## src/hw/rtl/srpg_pkg.sv

```systemverilog
// ----------------------------------------------------------------------------
// srpg_pkg
// Shared widths, register indexes, constants and controller/datapath
// command and status types for the stepper ramp pulse generator.
// ----------------------------------------------------------------------------
package srpg_pkg;

	// Field and register widths
	localparam int unsigned STEPS_W = 16;
	localparam int unsigned SPEED_W = 16;
	localparam int unsigned RAMP_W  = 7;
	localparam int unsigned NUM_W   = 16;
	localparam int unsigned PHASE_W = 8;
	localparam int unsigned ACC_W   = 32;
	localparam int unsigned CFG_W   = 16;
	localparam int unsigned CIDX_W  = 2;

	// Shared divider operand widths
	localparam int unsigned DVD_W = 23;  // step index times 100 fits here
	localparam int unsigned DVS_W = 30;  // speed bits 30:1

	// Configuration register indexes
	localparam logic [CIDX_W-1:0] REG_RAMP  = 2'd0;
	localparam logic [CIDX_W-1:0] REG_NUM   = 2'd1;
	localparam logic [CIDX_W-1:0] REG_PHASE = 2'd2;

	// Reset values of the configuration registers
	localparam logic [RAMP_W-1:0]  RAMP_RST  = 7'd5;
	localparam logic [NUM_W-1:0]   NUM_RST   = 16'd10000;
	localparam logic [PHASE_W-1:0] PHASE_RST = 8'd50;

	localparam logic [RAMP_W:0] PCT_FULL = 8'd100;

	// Input command codes
	localparam logic CMD_START = 1'b0;
	localparam logic CMD_TICK  = 1'b1;

	// Which quotient the shared divider is producing
	typedef enum logic [1:0] {
		DIV_INC,
		DIV_PCT,
		DIV_PER
	} srpg_div_sel_t;

	// Controller to datapath commands
	typedef struct packed {
		logic          clr_flags;
		logic          latch_start;
		logic          reject;
		logic          tick;
		logic          div_go;
		srpg_div_sel_t div_sel;
		logic          wr_inc;
		logic          zero_move;
		logic          step_next;
		logic          wr_speed;
		logic          set_per_num;
		logic          set_per_div;
		logic          load_out;
	} srpg_cmd_t;

	// Datapath to controller status
	typedef struct packed {
		logic moving;
		logic tick_begin;
		logic steps_zero;
		logic spd_ok;
		logic div_done;
	} srpg_sts_t;

endpackage

```

## src/hw/rtl/srpg_div.sv

```systemverilog
// ----------------------------------------------------------------------------
// srpg_div
// Restoring unsigned divider, one quotient bit per cycle. Operands are
// captured on go; done pulses for one cycle once the quotient is ready.
// ----------------------------------------------------------------------------
module srpg_div import srpg_pkg::*; #(
	parameter int unsigned DW = DVD_W,
	parameter int unsigned SW = DVS_W
) (
	input  logic          clk,
	input  logic          arst_n,
	input  logic          go,
	input  logic [DW-1:0] dividend,
	input  logic [SW-1:0] divisor,
	output logic [DW-1:0] quotient,
	output logic          done
);

	localparam int unsigned CNT_W = (DW > 1) ? $clog2(DW) : 1;
	localparam logic [CNT_W-1:0] CNT_LAST = CNT_W'(DW - 1);

	logic [DW-1:0]    dvd_q;
	logic [SW-1:0]    dvs_q;
	logic [SW:0]      rem_q;
	logic [CNT_W-1:0] cnt_q;
	logic             busy_q;
	logic             done_q;
	logic [SW:0]      trial;
	logic             fits;

	// Shift in the next dividend bit and test against the divisor
	assign trial = {rem_q[SW-1:0], dvd_q[DW-1]};
	assign fits  = trial >= {1'b0, dvs_q};

	always_ff @(posedge clk or negedge arst_n) begin
		if (!arst_n) begin
			busy_q <= 1'b0;
			done_q <= 1'b0;
			cnt_q  <= '0;
		end else begin
			done_q <= 1'b0;
			if (go) begin
				busy_q <= 1'b1;
				cnt_q  <= '0;
			end else if (busy_q) begin
				cnt_q <= cnt_q + CNT_W'(1);
				if (cnt_q == CNT_LAST) begin
					busy_q <= 1'b0;
					done_q <= 1'b1;
				end
			end
		end
	end

	// Quotient bits shift into the dividend register
	always_ff @(posedge clk) begin
		if (go) begin
			dvd_q <= dividend;
			dvs_q <= divisor;
			rem_q <= '0;
		end else if (busy_q) begin
			rem_q <= fits ? (trial - {1'b0, dvs_q}) : trial;
			dvd_q <= {dvd_q[DW-2:0], fits};
		end
	end

	assign quotient = dvd_q;
	assign done     = done_q;

endmodule

```

## src/hw/rtl/srpg_datapath.sv

```systemverilog
// ----------------------------------------------------------------------------
// srpg_datapath
// Configuration registers, move state, tick counting, speed ramp and the
// result register. Divisions go through the shared srpg_div unit.
// ----------------------------------------------------------------------------
module srpg_datapath import srpg_pkg::*; (
	input  logic               clk,
	input  logic               arst_n,
	input  logic               cfg_we,
	input  logic [CIDX_W-1:0]  cfg_index,
	input  logic [CFG_W-1:0]   cfg_data,
	input  logic [STEPS_W-1:0] move_steps,
	input  logic [SPEED_W-1:0] target_speed,
	input  srpg_cmd_t          cmd_c,
	output srpg_sts_t          sts,
	output logic               step_level,
	output logic               busy_res,
	output logic               step_done,
	output logic               move_done,
	output logic               rejected
);

	logic [RAMP_W-1:0]  ramp_q;
	logic [NUM_W-1:0]   num_q;
	logic [PHASE_W-1:0] phase_cfg_q;

	logic               moving_q;
	logic [STEPS_W-1:0] total_q;
	logic [STEPS_W-1:0] idx_q;
	logic [SPEED_W-1:0] inc_q;
	logic [ACC_W-1:0]   speed_q;
	logic [NUM_W-1:0]   per_len_q;
	logic [NUM_W-1:0]   per_ticks_q;
	logic [PHASE_W-1:0] phase_q;
	logic               pulse_q;
	logic               sdone_q;
	logic               mdone_q;
	logic               rej_q;

	logic               out_level_q;
	logic               out_busy_q;
	logic               out_sdone_q;
	logic               out_mdone_q;
	logic               out_rej_q;

	logic [DVD_W-1:0]   div_dvd;
	logic [DVS_W-1:0]   div_dvs;
	logic [DVD_W-1:0]   div_q;
	logic               div_done;

	logic [RAMP_W-1:0]  ramp_div;
	logic [PHASE_W-1:0] phase_cnt;
	logic [DVD_W-1:0]   idx_x100;
	logic [RAMP_W-1:0]  pct;
	logic [RAMP_W:0]    pct_sum;
	logic [NUM_W-1:0]   per_src;
	logic [NUM_W-1:0]   per_fix;

	// Repaired divisors and counts
	assign ramp_div  = (ramp_q == '0) ? RAMP_W'(1) : ramp_q;
	assign phase_cnt = (phase_cfg_q == '0) ? PHASE_W'(1) : phase_cfg_q;

	// step index times 100 as shift-and-add (64 + 32 + 4)
	assign idx_x100 = (DVD_W'(idx_q) << 6) + (DVD_W'(idx_q) << 5) + (DVD_W'(idx_q) << 2);

	// Divider operand select
	always_comb begin
		unique case (cmd_c.div_sel)
			DIV_INC: begin
				div_dvd = DVD_W'(target_speed);
				div_dvs = DVS_W'(ramp_div);
			end
			DIV_PCT: begin
				div_dvd = idx_x100;
				div_dvs = DVS_W'(total_q);
			end
			DIV_PER: begin
				div_dvd = DVD_W'(num_q);
				div_dvs = speed_q[DVS_W:1];
			end
			default: begin
				div_dvd = '0;
				div_dvs = '0;
			end
		endcase
	end

	srpg_div #(
		.DW(DVD_W),
		.SW(DVS_W)
	) u_div (
		.clk     (clk),
		.arst_n  (arst_n),
		.go      (cmd_c.div_go),
		.dividend(div_dvd),
		.divisor (div_dvs),
		.quotient(div_q),
		.done    (div_done)
	);

	// Percent never exceeds 100, so seven bits hold it
	assign pct     = div_q[RAMP_W-1:0];
	assign pct_sum = {1'b0, pct} + {1'b0, ramp_q};

	// Period length, never below one tick
	assign per_src = cmd_c.set_per_div ? div_q[NUM_W-1:0] : num_q;
	assign per_fix = (per_src == '0) ? NUM_W'(1) : per_src;

	// Status to the controller
	assign sts.moving     = moving_q;
	assign sts.tick_begin = moving_q && (per_ticks_q <= NUM_W'(1))
		&& (phase_q <= PHASE_W'(1)) && !pulse_q && (idx_q < total_q);
	assign sts.steps_zero = (total_q == '0);
	assign sts.spd_ok     = !speed_q[ACC_W-1] && (speed_q[ACC_W-2:1] != '0);
	assign sts.div_done   = div_done;

	// Configuration registers
	always_ff @(posedge clk or negedge arst_n) begin
		if (!arst_n) begin
			ramp_q      <= RAMP_RST;
			num_q       <= NUM_RST;
			phase_cfg_q <= PHASE_RST;
		end else if (cfg_we) begin
			unique case (cfg_index)
				REG_RAMP:  ramp_q      <= cfg_data[RAMP_W-1:0];
				REG_NUM:   num_q       <= cfg_data[NUM_W-1:0];
				REG_PHASE: phase_cfg_q <= cfg_data[PHASE_W-1:0];
				default:   ;
			endcase
		end
	end

	// Move state and result flags
	always_ff @(posedge clk or negedge arst_n) begin
		if (!arst_n) begin
			moving_q    <= 1'b0;
			total_q     <= '0;
			idx_q       <= '0;
			inc_q       <= '0;
			speed_q     <= '0;
			per_len_q   <= '0;
			per_ticks_q <= '0;
			phase_q     <= '0;
			pulse_q     <= 1'b0;
			sdone_q     <= 1'b0;
			mdone_q     <= 1'b0;
			rej_q       <= 1'b0;
		end else begin
			if (cmd_c.clr_flags) begin
				sdone_q <= 1'b0;
				mdone_q <= 1'b0;
				rej_q   <= 1'b0;
			end
			if (cmd_c.reject) begin
				rej_q <= 1'b1;
			end
			if (cmd_c.latch_start) begin
				total_q <= move_steps;
				speed_q <= '0;
				idx_q   <= '0;
			end
			if (cmd_c.wr_inc) begin
				inc_q <= div_q[SPEED_W-1:0];
			end
			if (cmd_c.zero_move) begin
				mdone_q     <= 1'b1;
				pulse_q     <= 1'b0;
				phase_q     <= '0;
				per_ticks_q <= '0;
			end
			// One microsecond tick
			if (cmd_c.tick && moving_q) begin
				if (per_ticks_q > NUM_W'(1)) begin
					per_ticks_q <= per_ticks_q - NUM_W'(1);
				end else begin
					per_ticks_q <= per_len_q;
					if (phase_q > PHASE_W'(1)) begin
						phase_q <= phase_q - PHASE_W'(1);
					end else if (pulse_q) begin
						pulse_q <= 1'b0;
						phase_q <= phase_cnt;
					end else begin
						sdone_q <= 1'b1;
						if (idx_q >= total_q) begin
							moving_q    <= 1'b0;
							mdone_q     <= 1'b1;
							phase_q     <= '0;
							per_ticks_q <= '0;
						end
					end
				end
			end
			// Step begin: advance index, ramp speed, then load period
			if (cmd_c.step_next) begin
				moving_q <= 1'b1;
				idx_q    <= idx_q + STEPS_W'(1);
			end
			if (cmd_c.wr_speed) begin
				if ({1'b0, pct} <= {1'b0, ramp_q}) begin
					speed_q <= speed_q + ACC_W'(inc_q);
				end else if (pct_sum >= PCT_FULL) begin
					speed_q <= speed_q - ACC_W'(inc_q);
				end
			end
			if (cmd_c.set_per_num || cmd_c.set_per_div) begin
				per_len_q   <= per_fix;
				per_ticks_q <= per_fix;
				phase_q     <= phase_cnt;
				pulse_q     <= 1'b1;
			end
		end
	end

	// Result register
	always_ff @(posedge clk or negedge arst_n) begin
		if (!arst_n) begin
			out_level_q <= 1'b0;
			out_busy_q  <= 1'b0;
			out_sdone_q <= 1'b0;
			out_mdone_q <= 1'b0;
			out_rej_q   <= 1'b0;
		end else if (cmd_c.load_out) begin
			out_level_q <= pulse_q;
			out_busy_q  <= moving_q;
			out_sdone_q <= sdone_q;
			out_mdone_q <= mdone_q;
			out_rej_q   <= rej_q;
		end
	end

	assign step_level = out_level_q;
	assign busy_res   = out_busy_q;
	assign step_done  = out_sdone_q;
	assign move_done  = out_mdone_q;
	assign rejected   = out_rej_q;

endmodule

```

## src/hw/rtl/srpg_ctrl.sv

```systemverilog
// ----------------------------------------------------------------------------
// srpg_ctrl
// Sequencer for one item at a time: start setup, tick update, step begin
// (percent and period divisions) and the result handoff.
// ----------------------------------------------------------------------------
module srpg_ctrl import srpg_pkg::*; (
	input  logic      clk,
	input  logic      arst_n,
	input  logic      in_valid,
	output logic      in_ready,
	input  logic      cmd,
	output logic      out_valid,
	input  logic      out_ready,
	input  srpg_sts_t sts,
	output srpg_cmd_t cmd_c
);

	typedef enum logic [2:0] {
		S_IDLE,
		S_INC_RUN,
		S_STEP_INC,
		S_PCT_GO,
		S_PCT_RUN,
		S_PER_GO,
		S_PER_RUN,
		S_FIN
	} state_t;

	state_t state_q;
	state_t state_d;
	logic   out_valid_q;
	logic   in_xfer;
	logic   out_free;

	assign in_ready = (state_q == S_IDLE);
	assign in_xfer  = in_valid && in_ready;
	assign out_free = !out_valid_q || out_ready;

	// Next state and datapath commands
	always_comb begin
		state_d = state_q;
		cmd_c   = '0;
		cmd_c.div_sel = DIV_INC;
		unique case (state_q)
			S_IDLE: begin
				if (in_xfer) begin
					cmd_c.clr_flags = 1'b1;
					if (cmd == CMD_START) begin
						if (sts.moving) begin
							cmd_c.reject = 1'b1;
							state_d = S_FIN;
						end else begin
							cmd_c.latch_start = 1'b1;
							cmd_c.div_go      = 1'b1;
							cmd_c.div_sel     = DIV_INC;
							state_d = S_INC_RUN;
						end
					end else begin
						cmd_c.tick = 1'b1;
						state_d = sts.tick_begin ? S_STEP_INC : S_FIN;
					end
				end
			end
			S_INC_RUN: begin
				if (sts.div_done) begin
					cmd_c.wr_inc = 1'b1;
					if (sts.steps_zero) begin
						cmd_c.zero_move = 1'b1;
						state_d = S_FIN;
					end else begin
						state_d = S_STEP_INC;
					end
				end
			end
			S_STEP_INC: begin
				cmd_c.step_next = 1'b1;
				state_d = S_PCT_GO;
			end
			S_PCT_GO: begin
				cmd_c.div_go  = 1'b1;
				cmd_c.div_sel = DIV_PCT;
				state_d = S_PCT_RUN;
			end
			S_PCT_RUN: begin
				cmd_c.div_sel = DIV_PCT;
				if (sts.div_done) begin
					cmd_c.wr_speed = 1'b1;
					state_d = S_PER_GO;
				end
			end
			S_PER_GO: begin
				if (sts.spd_ok) begin
					cmd_c.div_go  = 1'b1;
					cmd_c.div_sel = DIV_PER;
					state_d = S_PER_RUN;
				end else begin
					cmd_c.set_per_num = 1'b1;
					state_d = S_FIN;
				end
			end
			S_PER_RUN: begin
				cmd_c.div_sel = DIV_PER;
				if (sts.div_done) begin
					cmd_c.set_per_div = 1'b1;
					state_d = S_FIN;
				end
			end
			S_FIN: begin
				if (out_free) begin
					cmd_c.load_out = 1'b1;
					state_d = S_IDLE;
				end
			end
			default: state_d = S_IDLE;
		endcase
	end

	// State and result valid
	always_ff @(posedge clk or negedge arst_n) begin
		if (!arst_n) begin
			state_q     <= S_IDLE;
			out_valid_q <= 1'b0;
		end else begin
			state_q <= state_d;
			if (cmd_c.load_out) begin
				out_valid_q <= 1'b1;
			end else if (out_ready) begin
				out_valid_q <= 1'b0;
			end
		end
	end

	assign out_valid = out_valid_q;

endmodule

```

## src/hw/rtl/stepper_ramp_pulse_generator.sv

```systemverilog
// ----------------------------------------------------------------------------
// stepper_ramp_pulse_generator
// Step pulse generator with a trapezoidal speed ramp: start items set up a
// move, microsecond tick items drive the step pin level.
//
//   channel  signals                                   direction
//   in       in_valid/in_ready cmd move_steps          input
//            target_speed
//   out      out_valid/out_ready step_level busy_res   output
//            step_done move_done rejected
//   cfg      cfg_we cfg_index cfg_data                 input, write only
//
// A tick that does not begin a step and a refused start need no division;
// a zero-step start needs one. Each division runs in the shared radix-2
// divider at one quotient bit per cycle: two per step begin (one when the
// speed is too low to divide), one more for the start's increment. Reset
// clears all move state; config returns to defaults. One item is in flight
// at a time; a new item is taken while the previous result waits in the
// output register, and a stalled output holds the next result until the
// previous one transfers.
// ----------------------------------------------------------------------------
module stepper_ramp_pulse_generator import srpg_pkg::*; (
	input  logic               clk,
	input  logic               arst_n,
	input  logic               cfg_we,
	input  logic [CIDX_W-1:0]  cfg_index,
	input  logic [CFG_W-1:0]   cfg_data,
	input  logic               in_valid,
	output logic               in_ready,
	input  logic               cmd,
	input  logic [STEPS_W-1:0] move_steps,
	input  logic [SPEED_W-1:0] target_speed,
	output logic               out_valid,
	input  logic               out_ready,
	output logic               step_level,
	output logic               busy_res,
	output logic               step_done,
	output logic               move_done,
	output logic               rejected
);

	srpg_cmd_t cmd_c;
	srpg_sts_t sts;

	// Sequencer
	srpg_ctrl u_ctrl (
		.clk      (clk),
		.arst_n   (arst_n),
		.in_valid (in_valid),
		.in_ready (in_ready),
		.cmd      (cmd),
		.out_valid(out_valid),
		.out_ready(out_ready),
		.sts      (sts),
		.cmd_c    (cmd_c)
	);

	// State, arithmetic and result register
	srpg_datapath u_dp (
		.clk         (clk),
		.arst_n      (arst_n),
		.cfg_we      (cfg_we),
		.cfg_index   (cfg_index),
		.cfg_data    (cfg_data),
		.move_steps  (move_steps),
		.target_speed(target_speed),
		.cmd_c       (cmd_c),
		.sts         (sts),
		.step_level  (step_level),
		.busy_res    (busy_res),
		.step_done   (step_done),
		.move_done   (move_done),
		.rejected    (rejected)
	);

endmodule
```

## config.mk

```make
export PLATFORM = sky130hd
export DESIGN_NAME = stepper_ramp_pulse_generator
export DESIGN_NICKNAME = d
export VERILOG_FILES = /design/src/hw/rtl/srpg_pkg.sv /design/src/hw/rtl/srpg_div.sv /design/src/hw/rtl/srpg_datapath.sv /design/src/hw/rtl/srpg_ctrl.sv /design/src/hw/rtl/stepper_ramp_pulse_generator.sv
export SDC_FILE = /design/constraint.sdc
export NUM_CORES = 1
export LEC_CHECK = 0
export BUFFER_PORTS_ARGS = -buffer_cell sky130_fd_sc_hd__buf_2
export CAP_MARGIN = 10
export CORE_ASPECT_RATIO = 1.25
export CORE_MARGIN = 1.5
export CORE_UTILIZATION = 45
export CTS_CLUSTER_DIAMETER = 100
export DETAILED_ROUTE_END_ITERATION = 7
export SLEW_MARGIN = 15
export SYNTH_ARGS = -nofsm -noshare
export SYNTH_HDL_FRONTEND = slang
export SYNTH_SLANG_ARGS = --single-unit
export TNS_END_PERCENT = 100
```

## constraint.sdc

```tcl
create_clock -name clk -period 4.15 [get_ports clk]
set_clock_uncertainty 0.2 [all_clocks]
set_input_delay 0.6225 -clock clk [delete_from_list [all_inputs] [get_ports clk]]
set_output_delay 0.6225 -clock clk [all_outputs]
set_load 0.01 [all_outputs]
```

Yosys cells after proc, flatten, opt, wreduce, memory -nomap -nowiden. Cells that the tools add are included.

Output and inout port bits: 7. Input bits: 56. Logic and storage cells: 198. Register bits after elaboration: 255.

Muxes and demuxes: 98. Reductions and logical operators: 33. Equal/unequal tests: 20. Order comparisons: 9. $add $sub $neg: 10.

Operator list (number): two-way mux 16 bit (11); two-way mux 32 bit (4); one-hot mux 30 bit (3 select lines) (1); one-hot mux 23 bit (3 select lines) (1); two-way mux 8 bit (8); two-way mux 1 bit (47); two-way mux 23 bit (2); two-way mux 3 bit (12); adder 32 x 16 -> 32 bit (1); zero test 16 bit (2); subtractor 32 x 16 -> 32 bit (1); >= comparator 31 x 30 -> 1 bit (1); two-way mux 30 bit (1); nonzero test 30 bit (1); subtractor 30 bit (1); one-hot mux 3 bit (8 select lines) (1); adder 22 x 21 -> 23 bit (1); adder 23 x 18 -> 23 bit (1); adder 16 x 1 -> 16 bit (second input constant) (1); >= comparator 16 bit (1); > comparator 16 x 1 -> 1 bit (second input constant) (1); less-or-equal comparator 16 x 1 -> 1 bit (second input constant) (1); less-than comparator 16 bit (1); subtractor 16 x 1 -> 16 bit (second input constant) (1); 33 further kinds (67).

Longest topological paths before layout. Gate-level depths: netlist of the first run.

Depth after elaboration: 11. Gate-level depth with buffers: 13. Gate-level depth less buffers: 13.

Modules after synthesis. Synthesis of the first run repeated with hierarchy kept, for this count alone.

Cell total of the unflattened synthesis: 2077. Area total of the unflattened synthesis: 18551.5 µm².

By module, submodules not included: srpg_datapath (cells each 1485, seq. area each 4041.4 µm², area each 12705.9 µm², instances 1); srpg_div (cells each 527, seq. area each 2367.3 µm², area each 5345.1 µm², instances 1); srpg_ctrl (cells each 65, seq. area each 100.1 µm², area each 500.5 µm², instances 1).

Worst setup path before layout of the first run. OpenSTA, ideal clock, no wires.

Path kind: register -> register. Start: register u_dp.idx_q[4]. End: register u_dp.u_div.dvd_q[20] (netlist: u_dp.u_div.quotient[20]), data pin. Library setup time: 257 ps. Required time: 3693 ps. Clock period less this slack: 3496 ps. Setup slack: 654 ps. Buffers on the path: 0. Cell stages (with the launch flop): 14. Data arrival time: 3039 ps. Path through: dfrtp_1 > fa_1 > ha_1 > inv_1 > fa_1 > nor2b_1 > o21ai_0 > a21boi_0 > o21bai_1 > a21boi_0 > o31ai_1 > o21bai_1 > a211o_1 > a32o_1.

Word-level cells in the longest chain between the ends: 4.

RTL lines: start, declared (line srpg_datapath.sv:29) `logic [STEPS_W-1:0] idx_q;`; start signal, assigned (line srpg_datapath.sv:196) `idx_q <= idx_q + STEPS_W'(1);`; adder 22 x 21 -> 23 bit (line srpg_datapath.sv:64) `assign idx_x100 = (DVD_W'(idx_q) << 6) + (DVD_W'(idx_q) << 5) + (DVD_W'(idx_q) << 2);`; adder 23 x 18 -> 23 bit * (line srpg_datapath.sv:64); one-hot mux 23 bit (3 select lines) * (line srpg_datapath.sv:68) `unique case (cmd_c.div_sel)`; two-way mux 23 bit * (line srpg_div.sv:57) `if (go) begin`; end signal, assigned (line srpg_div.sv:58) `dvd_q <= dividend;`; end signal, assigned (line srpg_div.sv:63) `dvd_q <= {dvd_q[DW-2:0], fits};`; end, declared (line srpg_div.sv:22) `logic [DW-1:0] dvd_q;`.

Every way passes the cells marked *; elsewhere a longest branch is shown, timed or not. A chain may end at the register's enable or synchronous reset.

Worst setup path in the final report of the first run.
Start: register u_dp.idx_q[1]. End: register u_dp.u_div.dvd_q[20] (netlist: u_dp.u_div.quotient[20]), data pin.

The elaborated chain is that of the path after synthesis.

==> results_dict.tcl, run 1 <==
set metrics [dict create \
    layout-drive-gt1-share_pct 11.2 \
    die-height_um 226 \
    worst_pin_slew_ns 0.996 \
    hold_ws_ns 0.0635 \
    wl_per_cell_um 20.9 \
    grt_use_total_pct 26.3 \
    grt.busiest_layer "met2" \
    timing.rr.start "u_dp.idx_q[1]" \
    arrival_ns 3.91 \
    min-delay-start "move_steps[14]" \
    status "finished clean" \
    cts_made_buffers 28 \
    critPathCaptureType "register" \
    drc 0 \
    clk_latency_ns 0.57 \
    grt_pass1_wl_um 84700 \
    met1_usage_pct 31.7 \
    drv_cap 0 \
    reg2reg_to "u_dp.u_div.quotient[20]" \
    dp_hpwl_um 40100 \
    path_cells "fa_1, ha_1, inv_1, fa_1, nor2b_1, o21ai_0, a21boi_0, o21bai_1, a21boi_0, o31ai_2, o21bai_1, a211o_1, a32o_1" \
    rows 81 \
    synthArstFlopShare_pct 67.5 \
    cp.required_ns 4.27 \
    drt_iter0_drc 1063 \
    die_area_um2 41100 \
    die_w_um 182 \
    drv_slew 0 \
    core_area_um2 39200 \
    max_freq_ghz 0.264 \
    drtPass1Iterations 6 \
    use_met3_pct 3.05 \
    grt_pass1_vias 15481 \
    path_class "reg -> reg" \
    synth_seq_cells 255 \
    vias 15729 \
    antenna_found_initial 0 \
    antenna_left 0 \
    slowest_delay_ns 0.54 \
    fin_tns_setup_ns 0 \
    layout.nets 2263 \
    synth_flop_cell "dfrtp_1" \
    p_per_area_nw_per_um2 881 \
    syn-cell-area_um2 17900 \
    min_path_type "in -> reg" \
    cp_slowest_cell "dfrtp_1" \
    clock-sinks 255 \
    avgSynthCellArea_um2 8.86 \
    drt-total-wl_um 54000 \
    synth_warnings 0 \
    min_period_over_period_pct 91.2 \
    synth_area_leaders "dfrtp_1 23%, ha_1 9.1%, edfxtp_1 8.9%, a21oi_1 4.3%, o21ai_0 3.9%" \
    max-vdd-ir-drop_uv 528 \
    r2r.worst_path.cells 13 \
    synth_nets 2227 \
    cts_buffer_depth 3 \
    crit_path_max_fanout 7 \
    synth_top_cell_area_share_pct 22.6 \
    cts.htree.levels 1 \
    viasPerCell 6.10 \
    critPathBufInv 1 \
    p_leak_nw 8.65 \
    syn2layout_area_growth_pct 10.2 \
    holdPathEnd "u_dp.total_q[14]" \
    rrSetupSlack_ns 0.37 \
    layout.filler_cells 3681 \
    ys_seq_area_share_pct 36.3 \
    rsz0062_at_grt "no" \
    portBuffers 62 \
    synthCells 2024 \
    synth_cell_types 91 \
    use_met2_pct 46.2 \
    cts_tree "done" \
    grt_start_max_net_pins 83 \
    antennaDiodeCount 0 \
    relSlewSlack_pct 33.1 \
    critPathLaunchType "register" \
    hold_violations 0 \
    hold_depth 3 \
    cts_setup_buffers 0 \
    cts-root-buf "clkbuf_16" \
    ios 63 \
    grt_overflow 0 \
    clkTransAtPathRegs_ns 0.06 \
    start_util_pct 45.7 \
    gp_congestion 0.936 \
    cp_top_family "compound AO/OA/AOI/OAI gates" \
    setup_viol 0 \
    synth_area_leader_cell "dfrtp_1" \
    synth_edf_count 53 \
    fin_crit_ns 3.78 \
]
[kinds of logic after synthesis]
| logic type | count (synthesis) | share of synthesized area, % |
|---|---|---|
| xor gates and xnor gates | 64 | 3.13 |
| and+or+nand+nor | 626 | 17.4 |
| muxes | 74 | 4.35 |
| buffers and inverters | 233 | 5.16 |
| adders and majority gates | 147 | 11.0 |
| AOI/OAI and AO/OA | 625 | 22.7 |
| DFF | 255 | 36.3 |
[where the power goes]
group / internal, W / leakage (nW) / switching, W / total (W)
combinational: 0.00414 / 5.42 / 0.00582 / 0.00997
clock: 0.00146 / 0.461 / 0.00109 / 0.00255
sequential: 0.00370 / 2.77 / 0.00119 / 0.00489
total: 0.00930 / 8.65 / 0.00811 / 0.0174
[layout make-up]
| class | instances | area (µm²) | share of cell area [%] |
|---|---|---|---|
| Inverter | 131 | 492 | 2.49 |
| Sequential cell | 255 | 6510 | 32.9 |
| Tap cell | 498 | 623 | 3.15 |
| Multi-Input combinational cell | 1536 | 10500 | 53.3 |
| Clock buffer | 40 | 828 | 4.19 |
| Timing Repair Buffer | 108 | 677 | 3.43 |
| Clock inverter | 12 | 101 | 0.513 |
[tightest hold or removal path, delay by kind of cell]
kind	cells	cell delay, ns
AOI/OAI and AO/OA	1	0.06
buffers and inverters	1	0.08
and+or+nand+nor	1	0.04
[metal layers]
metal	up-vias	share of wire (%)
met3	165	5.4
met2	550	49
met4	0	5.2
met1	7528	41
li1	7486	-
met5	-	0
[worst max-delay path by stage]
stage	from	cells after the start	slack (ns)	endpoint
finish	u_dp.idx_q[1]	13	0.37	u_dp.u_div.quotient[20]
global route	u_dp.idx_q[1]	13	0.07	u_dp.u_div.quotient[20]
CTS	u_dp.idx_q[1]	13	0.26	u_dp.u_div.quotient[20]
detailed placement	u_dp.idx_q[1]	13	0.27	u_dp.u_div.quotient[20]
global placement	u_dp.idx_q[1]	13	0.37	u_dp.u_div.quotient[20]
floorplan	u_dp.idx_q[4]	13	0.65	u_dp.u_div.quotient[20]
[metrics by stage]
step / area, µm² / total power, W / worst slack [ns] / instances / util, %
floorplan: 17900 / 0.0120 / 0.654 / 2024 / -
global placement: 18800 / 0.0146 / 0.375 / 2527 / 48.0
detailed placement: 18800 / 0.0148 / 0.272 / 2527 / 48.0
CTS: 19800 / 0.0174 / 0.256 / 2580 / 50.4
global route: 19800 / 0.0188 / 0.0695 / 2580 / 50.4
finish: 19800 / 0.0174 / 0.367 / 2580 / 50.4
[placed cells by master (no fill, tap or decap), types with 44 or more instances in the layout]
cell      count
ha_1        130
buf_4        44
edfxtp_1     53
o21ai_0     138
inv_1       128
nand2_1     168
dfrtp_1     161
nand3_1      69
buf_2        61
nor2_1      142
a21oi_1     154
a21o_1       49
[cell usage after synthesis, drive strengths merged (33+ instances only)]
library cell / n
o21ai: 158
clkbuf: 69
ha: 130
nand2: 171
dfrtp: 162
inv: 131
buf: 33
edfxtp: 53
nand3: 69
a21oi: 156
nor2: 143
nor3: 38
xnor2: 42
a21o: 49
mux2i: 42
a31oi: 42
[repair_timing]
| action | CTS | global route |
|---|---|---|
| setup endpoints to repair | 0 | 1 |
| endpoints found under the hold margin | 76 | 0 |
| hold buffers | 1 | 0 |
| gates resized for setup | 0 | 1 |
[state kept, by name (all words and copies together), names as in the netlist, 3 cells and up]
signal / cells
u_ctrl.state_q: 3
u_dp.idx_q: 16
u_dp.inc_q: 16
u_dp.num_q: 16
u_dp.per_len_q: 16
u_dp.per_ticks_q: 16
u_dp.phase_cfg_q: 8
u_dp.phase_q: 8
u_dp.ramp_q: 7
u_dp.speed_q: 32
u_dp.total_q: 16
u_dp.u_div.cnt_q: 5
u_dp.u_div.dvs_q: 30
u_dp.u_div.quotient: 23
u_dp.u_div.rem_q: 30
Note: power is estimated with default switching activity, not from simulation.
==> inputs of run 2 (changes only) <==
Settings changed: GPL_TIMING_DRIVEN set to 0.
==> results_dict.tcl, run 2 (synthesized netlist as in run 1, its figures left out) <==
set metrics [dict create \
    max_freq_ghz 0.248 \
    grt_pass1_wl_um 92100 \
    startpoint "u_dp.u_div.quotient[4]" \
    p_per_area_nw_per_um2 903 \
    gp_congestion 0.933 \
    start_util_pct 45.7 \
    hold_violations 0 \
    relSlewSlack_pct 33.1 \
    critPathCaptureType "register" \
    largestRegisters "u_dp.speed_q x32, u_dp.u_div.dvs_q x30, u_dp.u_div.rem_q x30" \
    final_common_cell "nand2_1" \
    antenna_left 0 \
    drtPass1Iterations 5 \
    portBuffers 62 \
    grt_overflow 0 \
    fin_cells 2645 \
    clock-sinks 255 \
    hold_ws_ns 0.0368 \
    syn2layout_area_growth_pct 12.0 \
    status "finished clean" \
    regMostFlops "u_dp.speed_q" \
    drv_slew 0 \
    mostFrequentLayoutCells "168 x nand2_1, 162 x dfrtp_1, 155 x a21oi_1" \
    dp_cells 2587 \
    arrival_ns 4.26 \
    critPathLaunchType "register" \
    fin_crit_ns 4.03 \
    worst_pin_slew_ns 0.996 \
    drc 0 \
    regArea_um2 6510 \
    core_area_um2 39200 \
    layout.filler_cells 3713 \
    r2r.worst_path.cells 11 \
    drv_cap 0 \
    clk_latency_ns 0.59 \
    viasPerCell 6.14 \
    cts_made_buffers 30 \
    drt-total-wl_um 58700 \
    grt_use_total_pct 28.8 \
    drt_iter0_drc 1358 \
    min_path_type "in -> reg" \
    p_leak_nw 8.74 \
    cts_buffer_depth 3 \
    die_area_um2 41100 \
    cts_setup_buffers 0 \
    multi_input_area_um2 10500 \
    clkTransAtPathRegs_ns 0.07 \
    largest_reg_flops 32 \
    min_period_over_period_pct 97.1 \
    crit_path_max_fanout 10 \
    cp.required_ns 4.39 \
    timing.rr.start "u_dp.u_div.quotient[4]" \
    reg2reg_to "u_dp.speed_q[3]" \
    grt_start_max_net_pins 97 \
    layout.nets 2325 \
    layout-drive-gt1-share_pct 10.5 \
    setup_viol 0 \
    max-vdd-ir-drop_uv 705 \
    path_class "reg -> reg" \
    rrSetupSlack_ns 0.12 \
    dp_hpwl_um 44000 \
    cts-root-buf "clkbuf_16" \
    vias 16236 \
    cts.htree.levels 1 \
    rows 81 \
    die_w_um 182 \
    die-height_um 226 \
    grt_pass1_vias 16026 \
    crit_path_end "u_dp.speed_q[3]" \
    ios 63 \
    wl_per_cell_um 22.2 \
    rsz0062_at_grt "no" \
    cts_tree "done" \
    antenna_found_initial 1 \
]
[run 2: worst min-delay path by stage]
stage          slack, ns                   to                from  cells after the start
5_1_grt             0.05     u_dp.total_q[11]      move_steps[11]                      3
6_report            0.04      u_dp.total_q[9]       move_steps[9]                      3
3_5_place_dp        0.27   u_dp.per_len_q[14]  u_dp.per_len_q[14]                      1
2_1_floorplan       0.13     u_ctrl.out_valid              arst_n                      0
4_1_cts             0.01     u_dp.total_q[13]      move_steps[13]                      3
3_3_place_gp        0.25  u_dp.per_ticks_q[3]   u_dp.per_len_q[3]                      2
[run 2: critical path, cell delays in order (launching register included)]
cell      delay [ns]
edfxtp_1        0.52
ha_1            0.34
clkbuf_1        0.20
nand3_1         0.14
a21oi_1         0.05
o311ai_0        0.45
a21o_1          0.38
clkbuf_1        0.53
clkbuf_1        0.51
nand2_1         0.11
a311oi_1        0.39
a21oi_1         0.08
[run 2: layer usage]
layer,share of wire (%),vias to the layer above,GRT usage [%]
met3,4.6,152,2.84
met2,48,525,50.4
met1,42,7955,35.9
met4,5.2,0,13.5
li1,-,7604,-
met5,0,-,0
[run 2: layout make-up]
| class | count | area share (%) |
|---|---|---|
| antenna | 1 | 0.0125 |
| clock inverter | 14 | 0.922 |
| inverter | 131 | 2.45 |
| multi-input combinational | 1536 | 52.4 |
| buffer | 102 | 2.17 |
| tap | 498 | 3.10 |
| clock buffer | 42 | 4.53 |
| timing repair buffer | 66 | 1.96 |
| sequential | 255 | 32.4 |
[run 2: timing repair]
item                                   in CTS  in global routing
endpoints found under the hold margin      76                  0
gates resized for setup                     3                  6
hold buffers                                1                  0
setup endpoints to repair                  10                 13
[run 2: stage by stage]
| step | TNS, ns | utilization (%) | cell area (µm²) | total power [W] | setup slack (ns) |
|---|---|---|---|---|---|
| 4_1_cts | 0 | 51.1 | 20100 | 0.0180 | 0.0794 |
| 6_report | 0 | 51.2 | 20100 | 0.0181 | 0.122 |
| 2_1_floorplan | 0 | - | 17900 | 0.0120 | 0.654 |
| 3_3_place_gp | -117.75 | 48.1 | 18900 | 0.0147 | -0.669 |
| 3_5_place_dp | -0.646 | 48.3 | 18900 | 0.0150 | -0.210 |
| 5_1_grt | 0 | 51.2 | 20100 | 0.0195 | 0.00969 |
[run 2: report_power, final]
part | leakage, nW | total, W | switching [W] | internal [W]
Combinational | 5.44 | 0.0103 | 0.00621 | 0.00411
Sequential | 2.78 | 0.00488 | 0.00118 | 0.00370
Clock | 0.522 | 0.00293 | 0.00116 | 0.00178
Total | 8.74 | 0.0181 | 0.00854 | 0.00959
